File: config.mk
export PLATFORM = sky130hd
export DESIGN_NAME = hlh_frame_parser
export DESIGN_NICKNAME = d
export VERILOG_FILES = /design/src/rtl/core/hlh_pkg.sv /design/src/rtl/core/hlh_frame_parser.sv
export SDC_FILE = /design/constraint.sdc
export NUM_CORES = 1
export LEC_CHECK = 0
export ABC_AREA = 1
export CAP_MARGIN = 15
export CORE_AREA = 10 10 108 110
export CTS_BUF_LIST = sky130_fd_sc_hd__clkbuf_2
export CTS_CLUSTER_DIAMETER = 40
export CTS_CLUSTER_SIZE = 8
export DETAILED_ROUTE_END_ITERATION = 10
export DIE_AREA = 0 0 118 120
export DONT_BUFFER_PORTS = 1
export GPL_TIMING_DRIVEN = 0
export PLACE_DENSITY = 0.57
export SYNTH_ARGS = -nofsm -noshare
export SYNTH_HDL_FRONTEND = slang
export SYNTH_SLANG_ARGS = --single-unit
export TNS_END_PERCENT = 1
File: constraint.sdc
create_clock -name clk -period 8.4 [get_ports clk]
set_input_delay 0.42 -clock clk [delete_from_list [all_inputs] [get_ports clk]]
set_output_delay 0.42 -clock clk [all_outputs]
set_load 0.01 [all_outputs]
File: src/rtl/core/hlh_pkg.sv
`timescale 1ns / 1ps
// ----------------------------------------------------------------------------
// hlh_pkg
// Shared types, codes and constants for the IPv6 hop-limit histogram unit.
// ----------------------------------------------------------------------------
package hlh_pkg;

  // default configuration
  localparam int DEF_VLAN_DEPTH  = 2;
  localparam int DEF_BIN_BITS    = 8;
  localparam int DEF_COUNT_WIDTH = 32;

  // frame layout
  localparam logic [7:0] ETH_HDR_LEN = 8'd14;
  localparam logic [7:0] IP6_HDR_LEN = 8'd40;
  localparam logic [7:0] HOP_POS     = 8'd7;
  localparam logic [7:0] TAG_LEN     = 8'd4;
  localparam logic [7:0] OFFSET_MAX  = 8'd255;

  // ethertypes
  localparam logic [15:0] ETYPE_IPV6  = 16'h86DD;
  localparam logic [15:0] ETYPE_QTAG  = 16'h8100;
  localparam logic [15:0] ETYPE_ADTAG = 16'h88A8;

  // operation codes of the input channel
  localparam logic OP_BYTE = 1'b0;
  localparam logic OP_READ = 1'b1;

  typedef enum logic {
    REPLY_FRAME = 1'b0,
    REPLY_READ  = 1'b1
  } reply_kind_t;

  // request from the parser to the counter bank
  typedef struct packed {
    logic        valid;
    reply_kind_t kind;
    logic        counted;
    logic [7:0]  bin;
  } bank_req_t;

  // finished result from the counter bank
  typedef struct packed {
    reply_kind_t kind;
    logic        counted;
    logic [7:0]  bin_number;
    logic [31:0] bin_count;
  } bank_rsp_t;

  function automatic logic is_tag(input logic [15:0] et);
    return (et == ETYPE_QTAG) || (et == ETYPE_ADTAG);
  endfunction

endpackage

File: src/rtl/core/hlh_frame_parser.sv
`timescale 1ns / 1ps
// ----------------------------------------------------------------------------
// hlh_frame_parser
// Per-byte frame tracking: ethertype, vlan tag skipping, hop limit capture
// and the end-of-frame decision.
// ----------------------------------------------------------------------------
module hlh_frame_parser #(
  parameter int VLAN_DEPTH = hlh_pkg::DEF_VLAN_DEPTH,
  parameter int BIN_BITS   = hlh_pkg::DEF_BIN_BITS
) (
  input  logic              clk,
  input  logic              rst_n,
  input  logic              in_accept,
  input  logic              in_operation,
  input  logic [7:0]        in_data_byte,
  input  logic              in_last_byte,
  input  logic [7:0]        in_bin_index,
  output hlh_pkg::bank_req_t req_o
);
  import hlh_pkg::*;

  logic [7:0]  off_r, off_nxt;
  logic [15:0] et_r, et_nxt;
  logic [3:0]  tags_r, tags_nxt;
  logic [7:0]  hs_r, hs_nxt;
  logic [7:0]  hop_r, hop_nxt;
  logic [7:0]  prev_r;

  logic       is_read;
  logic [8:0] ip6_end;
  logic       ok;
  logic [7:0] frame_bin;
  logic [7:0] read_bin;

  always_comb begin
    is_read  = (in_operation == OP_READ);
    et_nxt   = et_r;
    hs_nxt   = hs_r;
    tags_nxt = tags_r;
    hop_nxt  = hop_r;
    if (off_r == ETH_HDR_LEN - 8'd1) begin
      et_nxt = {prev_r, in_data_byte};
    end else if (({1'b0, off_r} == {1'b0, hs_r} + {1'b0, TAG_LEN - 8'd1}) &&
                 (off_r >= ETH_HDR_LEN) && is_tag(et_r) &&
                 (tags_r < 4'(VLAN_DEPTH))) begin
      et_nxt   = {prev_r, in_data_byte};
      hs_nxt   = hs_r + TAG_LEN;
      tags_nxt = tags_r + 4'd1;
    end
    if ({1'b0, off_r} == {1'b0, hs_nxt} + {1'b0, HOP_POS}) begin
      hop_nxt = in_data_byte;
    end
    off_nxt = (off_r == OFFSET_MAX) ? off_r : off_r + 8'd1;

    ip6_end   = {1'b0, hs_nxt} + {1'b0, IP6_HDR_LEN - 8'd1};
    ok        = (off_r >= ETH_HDR_LEN - 8'd1) && (et_nxt == ETYPE_IPV6) &&
                ({1'b0, off_r} >= ip6_end);
    // no byte after the header: bin zero
    frame_bin = ({1'b0, off_r} > ip6_end) ? 8'(hop_nxt >> (8 - BIN_BITS)) : 8'd0;
    read_bin  = 8'(in_bin_index[BIN_BITS-1:0]);

    req_o.valid   = in_accept && (is_read || in_last_byte);
    req_o.kind    = is_read ? REPLY_READ : REPLY_FRAME;
    req_o.counted = !is_read && ok;
    req_o.bin     = is_read ? read_bin : (ok ? frame_bin : 8'd0);
  end

  always_ff @(posedge clk) begin
    if (!rst_n) begin
      off_r  <= '0;
      et_r   <= '0;
      tags_r <= '0;
      hs_r   <= ETH_HDR_LEN;
      hop_r  <= '0;
      prev_r <= '0;
    end else if (in_accept && !is_read) begin
      if (in_last_byte) begin
        off_r  <= '0;
        et_r   <= '0;
        tags_r <= '0;
        hs_r   <= ETH_HDR_LEN;
        hop_r  <= '0;
        prev_r <= '0;
      end else begin
        off_r  <= off_nxt;
        et_r   <= et_nxt;
        tags_r <= tags_nxt;
        hs_r   <= hs_nxt;
        hop_r  <= hop_nxt;
        prev_r <= in_data_byte;
      end
    end
  end

endmodule

### Word-level counts from Yosys, hierarchy flattened

Index checks and enable logic that the tools add are counted.

* bits in read-only memories: 0
* latch bits: 0
* register bits: 52
* input bits: 21
* output and inout port bits: 11
* memories kept: 0
* word-level logic and storage cells: 58
* bits in writable memories: 0

* div/mod/pow operators: 0
* mux-type cells: 18
* shift operators: 0
* $mul: 0
* order comparisons: 5
* $add $sub $neg: 6
* equality and inequality tests: 9
* reductions and logical operators: 14
* bitwise operators: 0

Operators by type and width (number)
* $mux 8: 11
* $eq 16x16->1 const B: 3
* $mux 16: 3
* $eq 8x9->1: 2
* $ge 8x4->1 const B: 2
* $mux 4: 3
* $add 8x2->9 const B: 1
* $add 8x3->9 const B: 1
* $add 8x6->9 const B: 1
* $ge 8x9->1: 1
* $gt 8x9->1: 1
* $add 8x1->8 const B: 1
* $add 8x3->8 const B: 1
* $eq 8x4->1 const B: 1
* $eq 8x8->1 const B: 1
* $logic_and 1x1->1: 8
* $add 4x1->4 const B: 1
* $lt 4x2->1 const B: 1
* $ne 2x2->1 const B: 2
* $reduce_and 3->1: 1
* $logic_or 1x1->1: 2
* $reduce_and 2->1: 1
* $reduce_bool 2->1: 1
* $logic_not 1->1: 1
* $mux 1: 1

### Logic depth before layout (Yosys ltp)

Gate-level depths: netlist of run 1.

* depth in word-level cells: 13
* gate-level depth with buffers: 30
* mapped depth without buffers: 30

### Worst setup path after synthesis of run 1

Ideal clock, no wire load.

* path type: flip-flop to output port
* from: reg hs_r[1]
* to: out req_o[0] in the netlist's numbering
* required time: 7980 ps
* data arrival time: 3336 ps
* stages on the path, launching flop included: 30
* setup slack: 4644 ps
* path through: dfxtp_1 > inv_1 > ha_1 > nand2_1 > inv_1 > nor2_1 > nand2_1 > nor2_1 > nand2_1 > nor2_1 > nand2_1 > nor2_4 > nand3_1 > nand2_1 > ha_1 > inv_1 > nand2_1 > nand2_1 > ha_1 > nand2_1 > inv_1 > nand2_1 > nor2_1 > a2111oi_0 > o21ai_0 > a21oi_1 > a41o_1 > nor2_4 > nand3_1 > nand2_1

RTL lines
* start: declaration: RTL line hlh_frame_parser.sv:25 `logic [7:0] hs_r, hs_nxt;`
* start signal: assignment: RTL line hlh_frame_parser.sv:88 `hs_r <= hs_nxt;`
* end: declaration: RTL line hlh_frame_parser.sv:18 `output hlh_pkg::bank_req_t req_o`

==> impl_metrics.xml, run 1 <==
<?xml version="1.0" encoding="UTF-8"?>
<metrics>
  <group name="sta">
    <metric name="clock.fmax" unit="GHz">0.204</metric>
    <metric name="measured_slew_at_the_worst_slew_check_pin" unit="ns">0.738</metric>
    <metric name="final_period_util" unit="">0.582</metric>
    <metric name="timing.final.hold_violations" unit="">0</metric>
    <metric name="slew-limit-headroom" unit="">0.506</metric>
    <metric name="setup_viol" unit="">0</metric>
    <metric name="final.setup_skew" unit="ns">0.0438</metric>
    <metric name="post-route-min-period" unit="ns">4.89</metric>
    <metric name="grt_setup_unrepaired" unit="">no</metric>
    <metric name="slew_viol_final" unit="">0</metric>
    <metric name="fin_tns_setup" unit="ns">0</metric>
  </group>
  <group name="synth">
    <metric name="netlist.top_cell.by_area" unit="">sky130_fd_sc_hd__dfxtp_1</metric>
    <metric name="synthFlopType" unit="">sky130_fd_sc_hd__dfxtp_1</metric>
    <metric name="synth.avg_cell_area" unit="um2">6.01</metric>
    <metric name="synthCells" unit="">622</metric>
    <metric name="synthArstFlopShare" unit="">0</metric>
    <metric name="syn-num-nets" unit="">660</metric>
    <metric name="synth_seq_area_share" unit="">0.273</metric>
    <metric name="yosysWarningCount" unit="">0</metric>
    <metric name="yosysMostFrequentCell" unit="">sky130_fd_sc_hd__nand2_1</metric>
    <metric name="synth-seq-cells" unit="">51</metric>
    <metric name="post_synth_num_cell_types" unit="">38</metric>
    <metric name="netlist_area" unit="mm2">0.00374</metric>
    <metric name="synth_enable_flop_cells" unit="">0</metric>
    <metric name="synth_top_cell_area_share" unit="">0.273</metric>
    <metric name="post_synth_main_area_contributors" unit="">sky130_fd_sc_hd__dfxtp_1 27%, sky130_fd_sc_hd__nand2_1 19%, sky130_fd_sc_hd__inv_1 8.3%, sky130_fd_sc_hd__nand3_1 7.6%, sky130_fd_sc_hd__a21oi_1 6.8%</metric>
    <metric name="synth_top_cells_by_count" unit="">190 x sky130_fd_sc_hd__nand2_1, 83 x sky130_fd_sc_hd__inv_1, 67 x sky130_fd_sc_hd__nor2_1</metric>
  </group>
  <group name="final_layout">
    <metric name="area_delta_synth_final" unit="%">6.93</metric>
    <metric name="num-nets-final" unit="">667</metric>
    <metric name="combined_area_of_the_multi_input_logic_cells" unit="mm2">0.00230</metric>
    <metric name="fillerInstances" unit="">1087</metric>
    <metric name="drive_gt1_frac" unit="">0.0714</metric>
    <metric name="register_area" unit="mm2">0.00102</metric>
    <metric name="finish.cell_count_without_fillers" unit="">763</metric>
    <metric name="diodes" unit="">0</metric>
  </group>
  <group name="global_route">
    <metric name="via_count_of_the_first_global_routing_pass" unit="">3737</metric>
    <metric name="grt_pass1_wl" unit="mm">18.6</metric>
    <metric name="grt_antenna_before_repair" unit="">0</metric>
    <metric name="grtUsageTotal" unit="">0.159</metric>
    <metric name="globalRoute.totalOverflow" unit="">0</metric>
    <metric name="maximum_number_of_pins_on_one_net_before_global_route_repair" unit="">17</metric>
  </group>
  <group name="drt">
    <metric name="wirelength" unit="mm">11.2</metric>
    <metric name="drt_first_pass_iters" unit="">4</metric>
    <metric name="met3_wl" unit="um">386</metric>
    <metric name="residual_drc" unit="">0</metric>
    <metric name="per_cell_via_count_in_the_routed_design" unit="">5.02</metric>
    <metric name="detail_route.wl_per_cell" unit="um">14.7</metric>
    <metric name="initialDrtViolationCount" unit="">225</metric>
    <metric name="drt.antenna.violating_nets" unit="">0</metric>
    <metric name="via_count" unit="">3834</metric>
    <metric name="highest_layer" unit="">met4</metric>
    <metric name="wl_met2" unit="mm">5.64</metric>
    <metric name="wl_met1" unit="mm">4.97</metric>
  </group>
  <group name="clock_network">
    <metric name="cts.root.buffer_cell" unit="">sky130_fd_sc_hd__clkbuf_2</metric>
    <metric name="clock_tree_from_tritoncts" unit="">done</metric>
    <metric name="clkSlewWorstSetupHoldPaths" unit="ns">0.31</metric>
    <metric name="h-tree-depth" unit="">2</metric>
    <metric name="worst_skew_pair.late_latency" unit="ns">0.47</metric>
    <metric name="number_of_buffers_inserted_during_clock_tree_synthesis" unit="">5</metric>
    <metric name="cts_hold_buffers" unit="">0</metric>
    <metric name="total_of_cells_resized_after_clock_tree_synthesis" unit="">0</metric>
    <metric name="post-cts-setup-buffers" unit="">0</metric>
    <metric name="clock_sink_count" unit="">51</metric>
    <metric name="cts_buffer_depth" unit="">2</metric>
  </group>
  <group name="floorplan">
    <metric name="fp.coreArea" unit="mm2">0.00955</metric>
    <metric name="chipHeight" unit="um">120</metric>
    <metric name="dieWidth" unit="um">118</metric>
    <metric name="starting_density" unit="">0.391</metric>
    <metric name="ports" unit="">32</metric>
    <metric name="std_cell_rows" unit="">36</metric>
    <metric name="fp.dieArea" unit="mm2">0.0142</metric>
  </group>
  <group name="placed_design">
    <metric name="dp.final_hpwl" unit="mm">9.08</metric>
    <metric name="dpl.cell_count" unit="">755</metric>
    <metric name="io_buffer_count" unit="">0</metric>
    <metric name="final_gp_congestion" unit="">0.947</metric>
  </group>
  <group name="hold_path">
    <metric name="worstHoldPathType" unit="">primary input to register</metric>
    <metric name="min-delay-start" unit="">in_data_byte[7]</metric>
  </group>
  <group name="job">
    <metric name="cap_viol_max_count" unit="">0</metric>
  </group>
  <group name="power">
    <metric name="vdd.ir_drop.worst" unit="mV">0.0738</metric>
    <metric name="power_per_cell_area" unit="mW/mm2">112</metric>
    <metric name="leakage" unit="uW">0.00175</metric>
  </group>
  <group name="worst_setup_path">
    <metric name="setup.worst_path.start_class" unit="">register</metric>
    <metric name="timing.critical_path.required" unit="ns">7.98</metric>
    <metric name="setup.worst_path.end_class" unit="">primary output</metric>
    <metric name="cp_startpoint" unit="">hs_r[3]</metric>
    <metric name="crit_path_max_fanout" unit="">8</metric>
    <metric name="worstSetupPathType" unit="">register to primary output</metric>
    <metric name="regToRegStartpoint" unit="">hs_r[3]</metric>
    <metric name="critical_path_arrival" unit="ns">4.47</metric>
  </group>
  <group name="run_status">
    <metric name="run_status" unit="">finished clean</metric>
  </group>
</metrics>
==> cells in the final DEF, fill, tap and decap left out, types with 2 or more instances in the layout <==
cell type	instances
sky130_fd_sc_hd__dfxtp_1	51
sky130_fd_sc_hd__inv_2	3
sky130_fd_sc_hd__or2_2	2
sky130_fd_sc_hd__inv_1	83
sky130_fd_sc_hd__clkbuf_2	5
sky130_fd_sc_hd__nand3_1	57
sky130_fd_sc_hd__bufinv_16	2
sky130_fd_sc_hd__nand3_2	2
sky130_fd_sc_hd__a21oi_1	51
sky130_fd_sc_hd__o21ai_0	19
sky130_fd_sc_hd__nand2_1	190
sky130_fd_sc_hd__nand2_2	10
sky130_fd_sc_hd__a211oi_1	2
sky130_fd_sc_hd__buf_2	2
sky130_fd_sc_hd__o22ai_1	6
sky130_fd_sc_hd__o21ai_2	2
sky130_fd_sc_hd__o21ai_1	3
sky130_fd_sc_hd__nor3_1	6
sky130_fd_sc_hd__clkinv_1	3
sky130_fd_sc_hd__ha_1	17
sky130_fd_sc_hd__clkbuf_1	8
sky130_fd_sc_hd__xor2_1	2
sky130_fd_sc_hd__nand4_2	2
sky130_fd_sc_hd__nor4_1	2
sky130_fd_sc_hd__buf_4	3
sky130_fd_sc_hd__nor2_4	6
sky130_fd_sc_hd__nor2_1	67
sky130_fd_sc_hd__nand4_1	11
==> flip-flops by register name (all words and copies together), names as in the netlist <==
signal,count
et_r,16
hop_r,8
off_r,8
prev_r,8
hs_r,7
tags_r,4
==> routing by layer <==
layer  up-vias  GRT usage
li1       2013          -
met3        12     0.0211
met4         0     0.0549
met2        46      0.289
met5         -          0
met1      1763      0.187
==> where the power goes <==
part	internal [uW]	switching [uW]	leakage [uW]	total, uW
Sequential	245	1.75	0.000412	247
Combinational	8.11	25.0	0.00129	33.1
Clock	79.7	87.1	0.0000492	167
==> final timing paths <==
check / slack, ns / cells past startpoint / to
max reg2reg: 4.55 / 26 / hop_r[6]
max: 3.51 / 27 / req_o[5]
min: 0.04 / 2 / prev_r[7]
min reg2reg: 0.47 / 1 / tags_r[0]
==> worst max-delay path, stage by stage (launching register included) <==
cell and delay, ns:
sky130_fd_sc_hd__dfxtp_1 0.54, sky130_fd_sc_hd__ha_1 0.33, sky130_fd_sc_hd__nand2_1 0.12, sky130_fd_sc_hd__inv_1 0.10, sky130_fd_sc_hd__nand3_2 0.08, sky130_fd_sc_hd__nand3_1 0.12, sky130_fd_sc_hd__nand2_1 0.10, sky130_fd_sc_hd__nor2_4 0.16
sky130_fd_sc_hd__inv_2 0.06, sky130_fd_sc_hd__nor2_4 0.14, sky130_fd_sc_hd__nand3_1 0.08, sky130_fd_sc_hd__nand2_1 0.11, sky130_fd_sc_hd__ha_1 0.19, sky130_fd_sc_hd__inv_1 0.05, sky130_fd_sc_hd__nand2_1 0.10, sky130_fd_sc_hd__nand2_1 0.06
sky130_fd_sc_hd__ha_1 0.26, sky130_fd_sc_hd__nand2_1 0.06, sky130_fd_sc_hd__inv_1 0.05, sky130_fd_sc_hd__nand2_1 0.04, sky130_fd_sc_hd__nor2_1 0.19, sky130_fd_sc_hd__a2111oi_0 0.11, sky130_fd_sc_hd__o21ai_0 0.17, sky130_fd_sc_hd__a21oi_1 0.10
sky130_fd_sc_hd__a41o_1 0.24, sky130_fd_sc_hd__nor2_4 0.21, sky130_fd_sc_hd__nand3_1 0.11, sky130_fd_sc_hd__nand2_1 0.13
==> per-stage QoR <==
stage | setup slack [ns] | util | instance area, um2 | total power (uW) | hold WS, ns
floorplan | 4.64 | - | 3740 | 274 | 0.428
global placement | 4.04 | 0.409 | 3900 | 284 | 0.446
detailed placement | 4.03 | 0.409 | 3900 | 284 | 0.445
CTS | 3.45 | 0.419 | 4000 | 450 | 0.0368
global route | 3.02 | 0.419 | 4000 | 464 | 0.00841
finish | 3.51 | 0.419 | 4000 | 446 | 0.0409
==> cell families after synthesis <==
group	share of synthesized area
adders and majority gates	0.0569
DFF	0.273
xor gates and xnor gates	0.00469
buffers and inverters	0.111
and+or+nand+nor	0.428
AOI/OAI and AO/OA	0.126
==> area by class of cell <==
cell class / count / share of cell area
clock buffer: 5 / 0.00626
inverter: 90 / 0.0848
sequential: 51 / 0.255
clock inverter: 3 / 0.0169
buffer: 15 / 0.0194
tap: 133 / 0.0416
multi-input combinational: 466 / 0.575
No activity file was read; power rests on OpenSTA's default activity.
==> run 2: changes to the inputs <==
Settings changed: PLACE_DENSITY 0.57 to 0.59.
Clock period 8.4 ns to 4.3 ns, I/O delays scaled along.
==> impl_metrics.xml, run 2 (same netlist as run 1, synthesis figures left out) <==
<?xml version="1.0" encoding="UTF-8"?>
<metrics>
  <group name="sta">
    <metric name="timing.final.hold_violations" unit="">0</metric>
    <metric name="setup_viol" unit="">8</metric>
    <metric name="post-route-min-period" unit="ns">4.36</metric>
    <metric name="grt_setup_unrepaired" unit="">yes</metric>
    <metric name="slew_viol_final" unit="">0</metric>
    <metric name="measured_slew_at_the_worst_slew_check_pin" unit="ns">0.763</metric>
    <metric name="timing.hold.ws" unit="ns">0.0206</metric>
    <metric name="clock.fmax" unit="GHz">0.230</metric>
    <metric name="finalWorstSetupSlack" unit="ns">-0.0573</metric>
    <metric name="slew-limit-headroom" unit="">0.489</metric>
    <metric name="final.setup_skew" unit="ns">0.0460</metric>
    <metric name="final_period_util" unit="">1.01</metric>
  </group>
  <group name="final_layout">
    <metric name="fillerInstances" unit="">1023</metric>
    <metric name="most_common_cell_after_layout_fill_and_taps_aside" unit="">sky130_fd_sc_hd__nand2_1</metric>
    <metric name="largest_register" unit="">et_r</metric>
    <metric name="num-nets-final" unit="">698</metric>
    <metric name="drive_gt1_frac" unit="">0.186</metric>
    <metric name="postLayoutCellArea" unit="mm2">0.00459</metric>
    <metric name="area_delta_synth_final" unit="%">22.7</metric>
    <metric name="largest_register_ffs" unit="">16</metric>
    <metric name="final_cell_mix" unit="">169 x sky130_fd_sc_hd__nand2_1, 80 x sky130_fd_sc_hd__inv_1, 63 x sky130_fd_sc_hd__nor2_1, 49 x sky130_fd_sc_hd__a21oi_1, 44 x sky130_fd_sc_hd__nand3_1</metric>
    <metric name="diodes" unit="">0</metric>
  </group>
  <group name="power">
    <metric name="vdd.ir_drop.worst" unit="mV">0.110</metric>
    <metric name="power_per_cell_area" unit="mW/mm2">182</metric>
    <metric name="totalPowerFinal" unit="uW">833</metric>
    <metric name="leakage" unit="uW">0.00190</metric>
  </group>
  <group name="worst_setup_path">
    <metric name="timing.critical_path.required" unit="ns">4.09</metric>
    <metric name="critical_path_arrival" unit="ns">4.14</metric>
    <metric name="setup.worst_path.end_class" unit="">primary output</metric>
    <metric name="worstSetupPathType" unit="">register to primary output</metric>
    <metric name="crit_path_frequent_cell" unit="">sky130_fd_sc_hd__nand2_2</metric>
    <metric name="critPathBufInv" unit="">4</metric>
    <metric name="cp_slowest_stage_delay" unit="ns">0.47</metric>
    <metric name="setup.worst_path.start_class" unit="">register</metric>
    <metric name="crit_path_max_fanout" unit="">8</metric>
    <metric name="regToRegStartpoint" unit="">hs_r[1]</metric>
    <metric name="cp_startpoint" unit="">hs_r[1]</metric>
    <metric name="crit_path_top_delay_cell" unit="">sky130_fd_sc_hd__dfxtp_4</metric>
    <metric name="crit_family" unit="">simple AND/OR/NAND/NOR gates</metric>
  </group>
  <group name="drt">
    <metric name="via_count" unit="">4129</metric>
    <metric name="wl_met1" unit="mm">5.32</metric>
    <metric name="per_cell_via_count_in_the_routed_design" unit="">5.20</metric>
    <metric name="drt_first_pass_iters" unit="">5</metric>
    <metric name="initialDrtViolationCount" unit="">279</metric>
    <metric name="wl_met2" unit="mm">6.06</metric>
    <metric name="met3_wl" unit="um">543</metric>
    <metric name="residual_drc" unit="">0</metric>
    <metric name="detail_route.wl_per_cell" unit="um">15.4</metric>
    <metric name="drt.antenna.violating_nets" unit="">0</metric>
    <metric name="wirelength" unit="mm">12.2</metric>
    <metric name="highest_layer" unit="">met4</metric>
  </group>
  <group name="hold_path">
    <metric name="min-delay-start" unit="">in_data_byte[6]</metric>
    <metric name="worstHoldPathType" unit="">primary input to register</metric>
  </group>
  <group name="floorplan">
    <metric name="dieWidth" unit="um">118</metric>
    <metric name="ports" unit="">32</metric>
    <metric name="fp.dieArea" unit="mm2">0.0142</metric>
    <metric name="starting_density" unit="">0.391</metric>
    <metric name="chipHeight" unit="um">120</metric>
    <metric name="fp.coreArea" unit="mm2">0.00955</metric>
    <metric name="std_cell_rows" unit="">36</metric>
  </group>
  <group name="clock_network">
    <metric name="worst_skew_pair.late_latency" unit="ns">0.47</metric>
    <metric name="cts_buffer_depth" unit="">2</metric>
    <metric name="number_of_buffers_inserted_during_clock_tree_synthesis" unit="">5</metric>
    <metric name="h-tree-depth" unit="">2</metric>
    <metric name="clock_sink_count" unit="">51</metric>
    <metric name="clock_tree_from_tritoncts" unit="">done</metric>
    <metric name="clkSlewWorstSetupHoldPaths" unit="ns">0.28</metric>
    <metric name="cts.root.buffer_cell" unit="">sky130_fd_sc_hd__clkbuf_2</metric>
  </group>
  <group name="global_route">
    <metric name="maximum_number_of_pins_on_one_net_before_global_route_repair" unit="">17</metric>
    <metric name="via_count_of_the_first_global_routing_pass" unit="">3927</metric>
    <metric name="grt_pass1_wl" unit="mm">19.6</metric>
    <metric name="globalRoute.totalOverflow" unit="">0</metric>
    <metric name="grtUsageTotal" unit="">0.166</metric>
    <metric name="grt_antenna_before_repair" unit="">0</metric>
  </group>
  <group name="placed_design">
    <metric name="preCtsSetupSlack" unit="ns">-0.0415</metric>
    <metric name="final_gp_congestion" unit="">0.908</metric>
    <metric name="io_buffer_count" unit="">0</metric>
    <metric name="placed_instance_area" unit="mm2">0.00390</metric>
    <metric name="dp.final_hpwl" unit="mm">8.91</metric>
  </group>
  <group name="run_status">
    <metric name="violations_in_the_final_reports" unit="">setup timing</metric>
    <metric name="run_status" unit="">finished, violations left</metric>
  </group>
  <group name="job">
    <metric name="cap_viol_max_count" unit="">0</metric>
  </group>
</metrics>
==> run 2: stage by stage <==
stage | utilization | cells | setup TNS, ns
final | 0.480 | 794 | -0.434
after global routing | 0.480 | 794 | -3.07
after CTS | 0.455 | 783 | 0
after detailed placement | 0.409 | 755 | -0.208
after global placement | 0.409 | 755 | 0
after floorplan | - | 622 | 0
==> run 2: tightest hold or removal path, stage by stage <==
cell                      delay [ns]
sky130_fd_sc_hd__inv_1          0.07
sky130_fd_sc_hd__a21oi_1        0.09
sky130_fd_sc_hd__nand2_1        0.06
sky130_fd_sc_hd__a21oi_1        0.05
==> run 2: final timing paths <==
| check | to | slack, ns | cells past startpoint |
|---|---|---|---|
| max | req_o[3] | -0.06 | 30 |
| min | et_r[6] | 0.02 | 4 |
| max reg2reg | hop_r[5] | 0.56 | 29 |
| min reg2reg | hop_r[4] | 0.48 | 2 |
==> run 2: final cells by class <==
cell class / count / area, um2 / share of cell area
Tap cell: 133 / 166 / 0.0363
Timing Repair Buffer: 31 / 278 / 0.0606
Multi-Input combinational cell: 466 / 2610 / 0.569
Clock inverter: 3 / 43.8 / 0.00955
Clock buffer: 5 / 25.0 / 0.00546
Inverter: 90 / 344 / 0.0750
Buffer: 15 / 77.6 / 0.0169
Sequential cell: 51 / 1040 / 0.227
==> run 2: timing repair <==
item                       CTS  global route
buffers inserted             9             9
resized for setup           48            37
hold buffers                11             2
hold endpoints to repair    13             3
pin swaps                    7            34
setup endpoints to repair    9             9
==> run 2: layer usage <==
| metal | vias up | GRT usage |
|---|---|---|
| met5 | - | 0 |
| met2 | 124 | 0.292 |
| met4 | 0 | 0.0580 |
| met3 | 30 | 0.0188 |
| met1 | 1893 | 0.205 |
| li1 | 2082 | - |
==> run 2: power by group <==
| group | internal (uW) | switching [uW] |
|---|---|---|
| clock network | 98.5 | 170 |
| logic | 27.5 | 56.2 |
| registers | 476 | 4.56 |
| total | 602 | 231 |
==> run 3: changes to the inputs <==
Settings changed: RECOVER_POWER set to 25.
==> impl_metrics.xml, run 3 (same netlist as run 1, synthesis figures left out) <==
<?xml version="1.0" encoding="UTF-8"?>
<metrics>
  <group name="final_layout">
    <metric name="most_common_cell_after_layout_fill_and_taps_aside" unit="">sky130_fd_sc_hd__nand2_1</metric>
    <metric name="largest_register_ffs" unit="">16</metric>
    <metric name="area_delta_synth_final" unit="%">22.5</metric>
    <metric name="diodes" unit="">0</metric>
    <metric name="largest_register" unit="">et_r</metric>
    <metric name="drive_gt1_frac" unit="">0.183</metric>
    <metric name="finish.cell_count_without_fillers" unit="">794</metric>
    <metric name="final_cell_mix" unit="">169 x sky130_fd_sc_hd__nand2_1, 80 x sky130_fd_sc_hd__inv_1, 63 x sky130_fd_sc_hd__nor2_1, 49 x sky130_fd_sc_hd__a21oi_1, 44 x sky130_fd_sc_hd__nand3_1</metric>
    <metric name="postLayoutCellArea" unit="mm2">0.00458</metric>
    <metric name="num-nets-final" unit="">698</metric>
    <metric name="fillerInstances" unit="">1027</metric>
  </group>
  <group name="clock_network">
    <metric name="cts_buffer_depth" unit="">2</metric>
    <metric name="h-tree-depth" unit="">2</metric>
    <metric name="clock_tree_from_tritoncts" unit="">done</metric>
    <metric name="cts.root.buffer_cell" unit="">sky130_fd_sc_hd__clkbuf_2</metric>
    <metric name="clkSlewWorstSetupHoldPaths" unit="ns">0.28</metric>
    <metric name="clock_sink_count" unit="">51</metric>
    <metric name="number_of_buffers_inserted_during_clock_tree_synthesis" unit="">5</metric>
    <metric name="worst_skew_pair.late_latency" unit="ns">0.47</metric>
  </group>
  <group name="drt">
    <metric name="detail_route.wl_per_cell" unit="um">15.4</metric>
    <metric name="per_cell_via_count_in_the_routed_design" unit="">5.22</metric>
    <metric name="drt.antenna.violating_nets" unit="">0</metric>
    <metric name="initialDrtViolationCount" unit="">282</metric>
    <metric name="drt_first_pass_iters" unit="">6</metric>
    <metric name="via_count" unit="">4142</metric>
    <metric name="wirelength" unit="mm">12.3</metric>
    <metric name="residual_drc" unit="">0</metric>
  </group>
  <group name="placed_design">
    <metric name="placed_instance_area" unit="mm2">0.00390</metric>
    <metric name="dp.final_hpwl" unit="mm">8.91</metric>
    <metric name="final_gp_congestion" unit="">0.908</metric>
    <metric name="io_buffer_count" unit="">0</metric>
    <metric name="dpl.cell_count" unit="">755</metric>
  </group>
  <group name="worst_setup_path">
    <metric name="setup.worst_path.end_class" unit="">primary output</metric>
    <metric name="crit_path_top_delay_cell" unit="">sky130_fd_sc_hd__dfxtp_4</metric>
    <metric name="crit_family" unit="">simple AND/OR/NAND/NOR gates</metric>
    <metric name="crit_path_max_fanout" unit="">8</metric>
    <metric name="critical_path_arrival" unit="ns">4.14</metric>
    <metric name="worstSetupPathType" unit="">register to primary output</metric>
    <metric name="setup.worst_path.start_class" unit="">register</metric>
    <metric name="cp_slowest_stage_delay" unit="ns">0.47</metric>
    <metric name="crit_path_frequent_cell" unit="">sky130_fd_sc_hd__nand2_2</metric>
    <metric name="timing.critical_path.required" unit="ns">4.09</metric>
    <metric name="critPathBufInv" unit="">4</metric>
  </group>
  <group name="sta">
    <metric name="final_period_util" unit="">1.01</metric>
    <metric name="timing.final.hold_violations" unit="">0</metric>
    <metric name="measured_slew_at_the_worst_slew_check_pin" unit="ns">0.763</metric>
    <metric name="setup_viol" unit="">8</metric>
    <metric name="clock.fmax" unit="GHz">0.230</metric>
    <metric name="timing.hold.ws" unit="ns">0.0203</metric>
    <metric name="final.setup_skew" unit="ns">0.0460</metric>
    <metric name="grt_setup_unrepaired" unit="">yes</metric>
    <metric name="post-route-min-period" unit="ns">4.35</metric>
    <metric name="slew-limit-headroom" unit="">0.490</metric>
    <metric name="slew_viol_final" unit="">0</metric>
    <metric name="finalWorstSetupSlack" unit="ns">-0.0536</metric>
  </group>
  <group name="power">
    <metric name="leakage" unit="uW">0.00190</metric>
    <metric name="power_per_cell_area" unit="mW/mm2">182</metric>
    <metric name="totalPowerFinal" unit="uW">833</metric>
    <metric name="vdd.ir_drop.worst" unit="mV">0.110</metric>
  </group>
  <group name="global_route">
    <metric name="via_count_of_the_first_global_routing_pass" unit="">3927</metric>
    <metric name="maximum_number_of_pins_on_one_net_before_global_route_repair" unit="">17</metric>
    <metric name="grt_pass1_wl" unit="mm">19.6</metric>
    <metric name="grtUsageTotal" unit="">0.166</metric>
    <metric name="globalRoute.totalOverflow" unit="">0</metric>
    <metric name="grt_antenna_before_repair" unit="">0</metric>
  </group>
  <group name="floorplan">
    <metric name="fp.coreArea" unit="mm2">0.00955</metric>
    <metric name="dieWidth" unit="um">118</metric>
    <metric name="chipHeight" unit="um">120</metric>
    <metric name="std_cell_rows" unit="">36</metric>
    <metric name="starting_density" unit="">0.391</metric>
    <metric name="ports" unit="">32</metric>
    <metric name="fp.dieArea" unit="mm2">0.0142</metric>
  </group>
  <group name="run_status">
    <metric name="run_status" unit="">finished, violations left</metric>
    <metric name="violations_in_the_final_reports" unit="">setup timing</metric>
  </group>
  <group name="job">
    <metric name="cap_viol_max_count" unit="">0</metric>
  </group>
  <group name="hold_path">
    <metric name="worstHoldPathType" unit="">primary input to register</metric>
  </group>
</metrics>
-- run 3: changes by cell type in the layout (fill, tap and decap cells not counted), sizes merged --
cell	delta
buf	-1
clkbuf	+1
-- run 3: layer usage --
| metal | vias to the layer above | track usage | wire, um |
|---|---|---|---|
| li1 | 2082 | - | - |
| met1 | 1898 | 0.205 | 5280 |
| met2 | 127 | 0.292 | 6080 |
| met3 | 35 | 0.0188 | 560 |
| met4 | 0 | 0.0580 | 338 |
| met5 | - | 0 | 0 |
-- run 3: repair_timing --
item,in CTS,in global routing
hold buffers,11,2
gates resized for setup,48,37
buffers inserted,9,9
endpoints found under the hold margin,13,3
pin swaps,7,34
setup endpoints to repair,9,9
-- run 3: final timing paths --
check,endpoint,slack [ns],cells past startpoint,start
min,et_r[6],0.02,4,in_data_byte[6]
max reg2reg,hop_r[5],0.56,29,hs_r[1]
min reg2reg,hop_r[4],0.48,2,hop_r[4]
max,req_o[3],-0.05,30,hs_r[1]
-- run 3: worst reg2reg max path: cells and delay by family (launching register included) --
| kind | cells | cell delay (ns) |
|---|---|---|
| flip-flops | 1 | 0.47 |
| AND/OR/NAND/NOR | 22 | 2.29 |
| buffers and inverters | 4 | 0.28 |
| adder cells (fa/ha/maj) | 2 | 0.54 |
| AO/OA/AOI/OAI | 1 | 0.12 |
-- run 3: power breakdown --
part	total [uW]	internal (uW)	switching [uW]
logic	83.2	27.1	56.1
registers	481	477	4.62
clock network	269	98.5	170
total	833	603	231
-- run 3: final cells by class --
cell class,instances,area (um2),share of cell area
repair buffers,31,278,0.0607
clock inverters,3,43.8,0.00956
multi-input cells,466,2610,0.570
inverters,90,344,0.0751
plain buffers,15,73.8,0.0161
well taps,133,166,0.0363
flip-flops and latches,51,1040,0.227
clock buffers,5,25.0,0.00546
-- run 3: per-stage QoR --
stage | setup slack, ns | TNS [ns] | utilization
global placement | 0.0670 | 0 | 0.409
CTS | 0.00511 | 0 | 0.455
detailed placement | -0.0415 | -0.208 | 0.409
finish | -0.0536 | -0.404 | 0.480
global route | -0.371 | -3.07 | 0.480
floorplan | 0.749 | 0 | -
